--- src/rtl/sine_cosine_turn_lut_core_defines.svh ---
// Assertion macros shared by the sine/cosine table core.
// Included by the RTL files that carry concurrent checks; needs a clk and rst_n in scope.
`ifndef SINE_COSINE_TURN_LUT_CORE_DEFINES_SVH
`define SINE_COSINE_TURN_LUT_CORE_DEFINES_SVH

// Check a property on the rising clock edge, skipped while reset is asserted.
`define SCTL_ASSERT(label, prop, msg) \
    label: assert property (@(posedge clk) disable iff (!rst_n) (prop)) else $error(msg);

// Check a property on the rising clock edge at all times, reset included.
`define SCTL_ASSERT_ALWAYS(label, prop, msg) \
    label: assert property (@(posedge clk) (prop)) else $error(msg);

`endif

--- src/rtl/sctl_pkg.sv ---
// Types, constants and the quarter-wave sine table for the sine/cosine table core.
// No dependencies; used by sctl_phase and sine_cosine_turn_lut_core.
`default_nettype none

package sctl_pkg;

    typedef logic [15:0]        angle_t;
    typedef logic signed [17:0] sample_t;
    typedef logic [16:0]        rom_word_t;
    typedef logic [6:0]         rom_index_t;

    // Quarter turn on the angle scale, and as a 15-bit mirror position
    localparam angle_t        QUARTER_ANGLE = 16'h4000;
    localparam logic [14:0]   QUARTER_POS   = 15'h4000;
    localparam int            FRAC_SHIFT    = 14;
    localparam rom_index_t    ROM_LAST      = 7'd64;
    localparam sample_t       FULL_SCALE    = 18'sd65536;

    // One quarter wave of sine, unsigned Q1.16, 64 segments plus the end point
    localparam rom_word_t QUARTER_ROM [0:64] = '{
        17'd0,     17'd1608,  17'd3216,  17'd4821,  17'd6424,  17'd8022,  17'd9616,  17'd11204,
        17'd12785, 17'd14359, 17'd15924, 17'd17479, 17'd19024, 17'd20557, 17'd22078, 17'd23586,
        17'd25080, 17'd26558, 17'd28020, 17'd29466, 17'd30893, 17'd32303, 17'd33692, 17'd35062,
        17'd36410, 17'd37736, 17'd39040, 17'd40320, 17'd41576, 17'd42806, 17'd44011, 17'd45190,
        17'd46341, 17'd47464, 17'd48559, 17'd49624, 17'd50660, 17'd51665, 17'd52639, 17'd53581,
        17'd54491, 17'd55368, 17'd56212, 17'd57022, 17'd57798, 17'd58538, 17'd59244, 17'd59914,
        17'd60547, 17'd61145, 17'd61705, 17'd62228, 17'd62714, 17'd63162, 17'd63572, 17'd63944,
        17'd64277, 17'd64571, 17'd64827, 17'd65043, 17'd65220, 17'd65358, 17'd65457, 17'd65516,
        17'd65536
    };

endpackage

`default_nettype wire

--- src/rtl/sctl_phase.sv ---
// Sine of one 16-bit turn angle: quadrant fold, table read, linear interpolation, sign.
// Depends on sctl_pkg for the table, types and constants.
`default_nettype none

module sctl_phase (
    input  wire sctl_pkg::angle_t  angle,
    output sctl_pkg::sample_t      value
);

    logic [1:0]           quad;
    logic [14:0]          pos;
    logic [5:0]           row;
    sctl_pkg::rom_index_t lo_idx;
    sctl_pkg::rom_index_t hi_idx;
    sctl_pkg::rom_word_t  lo;
    sctl_pkg::rom_word_t  hi;
    sctl_pkg::rom_word_t  diff;
    logic [13:0]          weight;
    logic [30:0]          prod;
    sctl_pkg::rom_word_t  interp;
    sctl_pkg::rom_word_t  mag;

    // Fold the angle into a quarter-wave position, mirrored in odd quadrants
    always_comb
    begin
        quad = angle[15:14];
        if (quad[0])
            pos = sctl_pkg::QUARTER_POS - {1'b0, angle[13:0]};
        else
            pos = {1'b0, angle[13:0]};
    end

    // Read the two neighboring entries and blend them by the low offset bits
    always_comb
    begin
        row    = pos[13:8];
        lo_idx = {1'b0, row};
        hi_idx = lo_idx + 7'd1;
        lo     = sctl_pkg::QUARTER_ROM[lo_idx];
        hi     = sctl_pkg::QUARTER_ROM[hi_idx];
        diff   = hi - lo;
        weight = {pos[7:0], 6'b0};
        prod   = 31'(diff) * 31'(weight);
        interp = lo + prod[30:sctl_pkg::FRAC_SHIFT];
    end

    // Take the end point at a full quarter, then negate the lower half-turn
    always_comb
    begin
        if (pos[14])
            mag = sctl_pkg::QUARTER_ROM[sctl_pkg::ROM_LAST];
        else
            mag = interp;
        if (quad[1])
            value = -sctl_pkg::sample_t'({1'b0, mag});
        else
            value = sctl_pkg::sample_t'({1'b0, mag});
    end

endmodule

`default_nettype wire

--- src/rtl/sine_cosine_turn_lut_core.sv ---
// Top level of the sine/cosine table core: input register, two phase evaluators, result register.
// Depends on sctl_pkg, sctl_phase and sine_cosine_turn_lut_core_defines.svh.
//
//  channel | beat signals          | fields        | side
//  --------+-----------------------+---------------+--------------------------
//  src     | src_valid, src_stall  | angle[15:0]   | angle in, 65536 = 1 turn
//  res     | res_valid, res_stall  | sine, cosine  | signed Q1.16 results out
//
// One beat is taken every cycle while src_stall is low; the angle is registered, then the result.
// The only work is two table reads and one 17x14 multiply per output between two registers.
// A stalled result holds in the output register while the input register still fills.
// rst_n clears the valid flags only; the data registers need no reset.
`default_nettype none
`include "sine_cosine_turn_lut_core_defines.svh"

module sine_cosine_turn_lut_core (
    input  wire                    clk,
    input  wire                    rst_n,
    input  wire                    src_valid,
    output logic                   src_stall,
    input  wire sctl_pkg::angle_t  angle,
    output logic                   res_valid,
    input  wire                    res_stall,
    output sctl_pkg::sample_t      sine,
    output sctl_pkg::sample_t      cosine
);

    logic               stage_valid_reg;
    logic               stage_valid_next;
    sctl_pkg::angle_t   angle_reg;
    logic               res_valid_reg;
    logic               res_valid_next;
    sctl_pkg::sample_t  sine_reg;
    sctl_pkg::sample_t  cosine_reg;
    sctl_pkg::angle_t   cos_angle;
    sctl_pkg::sample_t  sine_val;
    sctl_pkg::sample_t  cosine_val;
    logic               res_open;
    logic               stage_move;
    logic               src_take;
    logic               sine_in_range;
    logic               cosine_in_range;

    // Handshake: the result register opens when empty or drained this cycle
    always_comb
    begin
        res_open         = !res_valid_reg || !res_stall;
        stage_move       = stage_valid_reg && res_open;
        src_stall        = stage_valid_reg && !res_open;
        src_take         = src_valid && !src_stall;
        stage_valid_next = src_take || (stage_valid_reg && !res_open);
        res_valid_next   = stage_move || (res_valid_reg && !res_open);
    end

    // Valid flags
    always_ff @(posedge clk or negedge rst_n)
    begin
        if (!rst_n)
        begin
            stage_valid_reg <= 1'b0;
            res_valid_reg   <= 1'b0;
        end
        else
        begin
            stage_valid_reg <= stage_valid_next;
            res_valid_reg   <= res_valid_next;
        end
    end

    // Capture the angle on an accepted beat
    always_ff @(posedge clk)
    begin
        if (src_take)
            angle_reg <= angle;
    end

    // Cosine is the sine a quarter turn ahead, wrapping at one turn
    assign cos_angle = angle_reg + sctl_pkg::QUARTER_ANGLE;

    sctl_phase u_sine (
        .angle (angle_reg),
        .value (sine_val)
    );

    sctl_phase u_cosine (
        .angle (cos_angle),
        .value (cosine_val)
    );

    // Load results when the stage advances, hold them while stalled
    always_ff @(posedge clk)
    begin
        if (stage_move)
        begin
            sine_reg   <= sine_val;
            cosine_reg <= cosine_val;
        end
    end

    assign res_valid = res_valid_reg;
    assign sine      = sine_reg;
    assign cosine    = cosine_reg;

    // Flag results that sit within plus or minus full scale
    always_comb
    begin
        sine_in_range   = (sine_reg <= sctl_pkg::FULL_SCALE)
                       && (sine_reg >= -sctl_pkg::FULL_SCALE);
        cosine_in_range = (cosine_reg <= sctl_pkg::FULL_SCALE)
                       && (cosine_reg >= -sctl_pkg::FULL_SCALE);
    end

    // A held input stage keeps its angle until it moves on
    `SCTL_ASSERT(a_stage_hold, src_stall |=> (stage_valid_reg && $stable(angle_reg)), "beat moved")
    // Every beat that leaves the input stage lands in the result register
    `SCTL_ASSERT(a_stage_to_res, stage_move |=> res_valid_reg, "stage beat lost")
    // An accepted beat always occupies the input stage next cycle
    `SCTL_ASSERT(a_take_fills, src_take |=> stage_valid_reg, "accepted angle lost")
    // Results stay within plus or minus full scale
    `SCTL_ASSERT(a_range, res_valid_reg |-> sine_in_range && cosine_in_range, "out of range")

endmodule

`default_nettype wire
--- config.mk ---
export PLATFORM = sky130hd
export DESIGN_NAME = sine_cosine_turn_lut_core
export DESIGN_NICKNAME = d
export VERILOG_FILES = /design/src/rtl/sctl_pkg.sv /design/src/rtl/sctl_phase.sv /design/src/rtl/sine_cosine_turn_lut_core.sv
export VERILOG_INCLUDE_DIRS = /design/src /design/src/rtl
export SDC_FILE = /design/constraint.sdc
export NUM_CORES = 1
export LEC_CHECK = 0
export ABC_AREA = 1
export BUFFER_PORTS_ARGS = -buffer_cell sky130_fd_sc_hd__buf_2
export CAP_MARGIN = 10
export CELL_PAD_IN_SITES_DETAIL_PLACEMENT = 1
export CELL_PAD_IN_SITES_GLOBAL_PLACEMENT = 2
export CORE_AREA = 10 10 220 274
export CTS_CLUSTER_SIZE = 25
export DETAILED_ROUTE_END_ITERATION = 10
export DIE_AREA = 0 0 230 284
export GPL_ROUTABILITY_DRIVEN = 0
export PLACE_DENSITY = 0.87
export SYNTH_ARGS = -nofsm -noshare
export SYNTH_HDL_FRONTEND = slang
export SYNTH_SLANG_ARGS = --single-unit
export TNS_END_PERCENT = 1
--- constraint.sdc ---
create_clock -name clk -period 22.1 [get_ports clk]
set_clock_uncertainty 0.1 [all_clocks]
set_input_delay 4.42 -clock clk [delete_from_list [all_inputs] [get_ports clk]]
set_output_delay 4.42 -clock clk [all_outputs]
set_load 0.05 [all_outputs]
==> summary.md <==
| Metric | Value |
|---|---|
| Status | finished, final reports clean |
| Core area | 54800 um2 |
| Startpoint types | register |
| Post-route cell area | 22100 um2 |
| Worst min path class | reg -> reg |
| Total die area | 65300 um2 |
| Max cap viols | 0 |
| Sink Count | 54 |
| Dpl cells | 4122 |
| Synth unique cells | 56 |
| Synth Cell Area | 21200 um2 |
| Global-route wire length before repair | 137000 um |
| ANT nets after route | 0 |
| Clock root cell | clkbuf_16 |
| Avg WL per Cell | 20.9 um |
| Die height | 284 um |
| Antenna diode count | 0 |
| Initial antenna violation count | 1 |
| Crit path top cell by count | nand2_1 |
| CP Data Arrival Time | 13.58 ns |
| Cell count after synthesis | 3426 |
| Hpwl dp | 70800 um |
| Most common cell after layout, fill and taps aside | nand2_1 |
| Slew headroom | 20.2% |
| Critical Path RT | 22.08 ns |
| H-tree depth | 2 |
| Most frequent cells in the layout | 1017 x nand2_1, 484 x inv_1, 430 x nor2_1, 329 x nand3_1, 195 x ha_1 |
| Setup Fix Bufs, Post-CTS | 0 |
| DR vias | 23.0k |
| # rows | 96 |
| FMAX | 73.6 MHz |
| IO Pins | 58 |
| RSZ-0062 raised after global routing | false |
| Crit end category | register |
| Die X-Extent | 230 um |
| Worst-margin pin slew | 1.19 ns |
| Skew-Pair Late Insertion Delay | 0.32 ns |
| Setup slack after layout | 8.50 ns |
| Num CTS Buffers | 5 |
| Final Setup Violations | 0 |
| Setup TNS | 0 ns |
| Nets@finish | 3792 |
| CP Class | reg -> reg |
| Clock Tree Buf Depth | 2 |
| Synthesized area per cell | 6.18 um2 |
| CTS resizes | 0 |
| Total gr overflow | 0 |
| YS warnings | 0 |
| Seq cells post-synth | 54 |
| Pre-CTS WS | 8.76 ns |
| # DRC | 0 |
| Share of layout cells above drive strength 1 | 5.01% |
| Vias in the first global route | 24.5k |
| Final Hold Fails | 0 |
| Register area share after synthesis | 7.61% |
| Fin crit period | 13.60 ns |
| # port buffers | 57 |
| Worst-path clk slew | 0.09 ns |
| CTS Hold Buffers Added | 0 |
| Critical path peak fanout | 25 |
| CP max stage delay | 1.13 ns |
| Final wirelength | 86300 um |
| Vias per inst | 5.56 |
| Largest net degree at the start of global routing | 52 |
| Final Cycle Share | 61.5% |
| Syn nets | 3823 |
| Finished Layout Cells | 4131 |
| Area Overhead vs Synth | 4.11% |
| Initial core utilization | 38.7% |
| Area after DPL | 21900 um2 |
| CP max-delay cell | ha_1 |
| GRT Total Usage | 26.0% |
| Initial DRC Count | 1428 |
| CTS tree | yes |
| Slew Limit Fails | 0 |
| Drt pass-1 iters | 5 |
-- routing by layer --
layer	vias up	wire length (um)	global-route usage, %
li1	10700	-	-
met1	11300	34600	29.8
met2	633	43900	47.2
met3	225	3090	1.68
met4	0	4780	13.7
met5	-	0	0
-- cell type report --
| type | count | area (um2) |
|---|---|---|
| clock buffers | 5 | 125 |
| clock inverters | 3 | 28.8 |
| fillers | 7543 | 32700 |
| inverters | 500 | 1890 |
| multi-input cells | 2757 | 17000 |
| flip-flops and latches | 54 | 1610 |
| well taps | 735 | 920 |
| repair buffers | 77 | 435 |
-- cell usage after synthesis, drive strengths merged --
master / number / area share [%]
o21bai: 4 / 0.14
or2: 15 / 0.44
a21o: 8 / 0.28
o21a: 7 / 0.25
nand4: 25 / 0.81
and2b: 1 / 0.035
buf: 84 / 2.5
nor3: 15 / 0.35
nand3b: 19 / 0.67
clkbuf: 31 / 0.55
a21boi: 7 / 0.30
a211oi: 6 / 0.21
o221ai: 1 / 0.041
and3: 1 / 0.030
dfrtp: 2 / 0.24
nand2: 1041 / 19
fa: 182 / 17
inv: 500 / 8.9
o31ai: 3 / 0.11
o21ai: 169 / 4.0
nor4: 2 / 0.059
o311ai: 1 / 0.041
edfxtp: 52 / 7.4
a31oi: 6 / 0.18
o22ai: 3 / 0.089
nor2: 445 / 8.2
xnor2: 41 / 1.7
o211ai: 16 / 0.57
xor2: 51 / 2.1
a21oi: 148 / 3.5
nand3: 339 / 8.4
o2111ai: 1 / 0.041
and2: 3 / 0.089
a311oi: 1 / 0.041
ha: 195 / 12
nand2b: 1 / 0.030
-- cell families after synthesis --
family | synth area share [%]
AO/OA/AOI/OAI | 9.89
flip-flops | 7.61
adder cells (fa/ha/maj) | 28.7
XOR/XNOR | 3.84
AND/OR/NAND/NOR | 38.0
buffers and inverters | 12.0
-- metrics by stage --
stage          util (%)  hold WS (ns)
2_1_floorplan         -         0.342
3_3_place_gp       40.0         0.389
3_5_place_dp       40.0         0.424
4_1_cts            40.3         0.449
5_1_grt            40.3         0.506
6_report           40.3         0.447
-- critical path: cells and delay by family (launching register included) --
family / cells / cell delay (ns)
buf+inv: 7 / 1.42
simple gates: 24 / 3.68
compound gates: 10 / 1.90
xor+xnor: 2 / 0.97
fa+ha+maj: 9 / 4.62
flops: 1 / 0.60
-- path summary, 6_finish.rpt --
check,slack [ns],depth (start not counted),endpoint,startpoint
worst max-delay path,8.50,52,cosine[17],angle_reg[0]
worst min-delay path,0.45,2,register,stage_valid_reg
worst max register to register,8.50,52,cosine[17],angle_reg[0]
worst min register to register,0.45,2,register,stage_valid_reg
max in group asynchronous,18.03,1,async pin,rst_n
min in group asynchronous,3.77,1,stage_valid_reg,rst_n
Power is left out: the tool's default activity adds up to more than one toggle a clock period on the data nets, which glitch-free logic cannot reach.
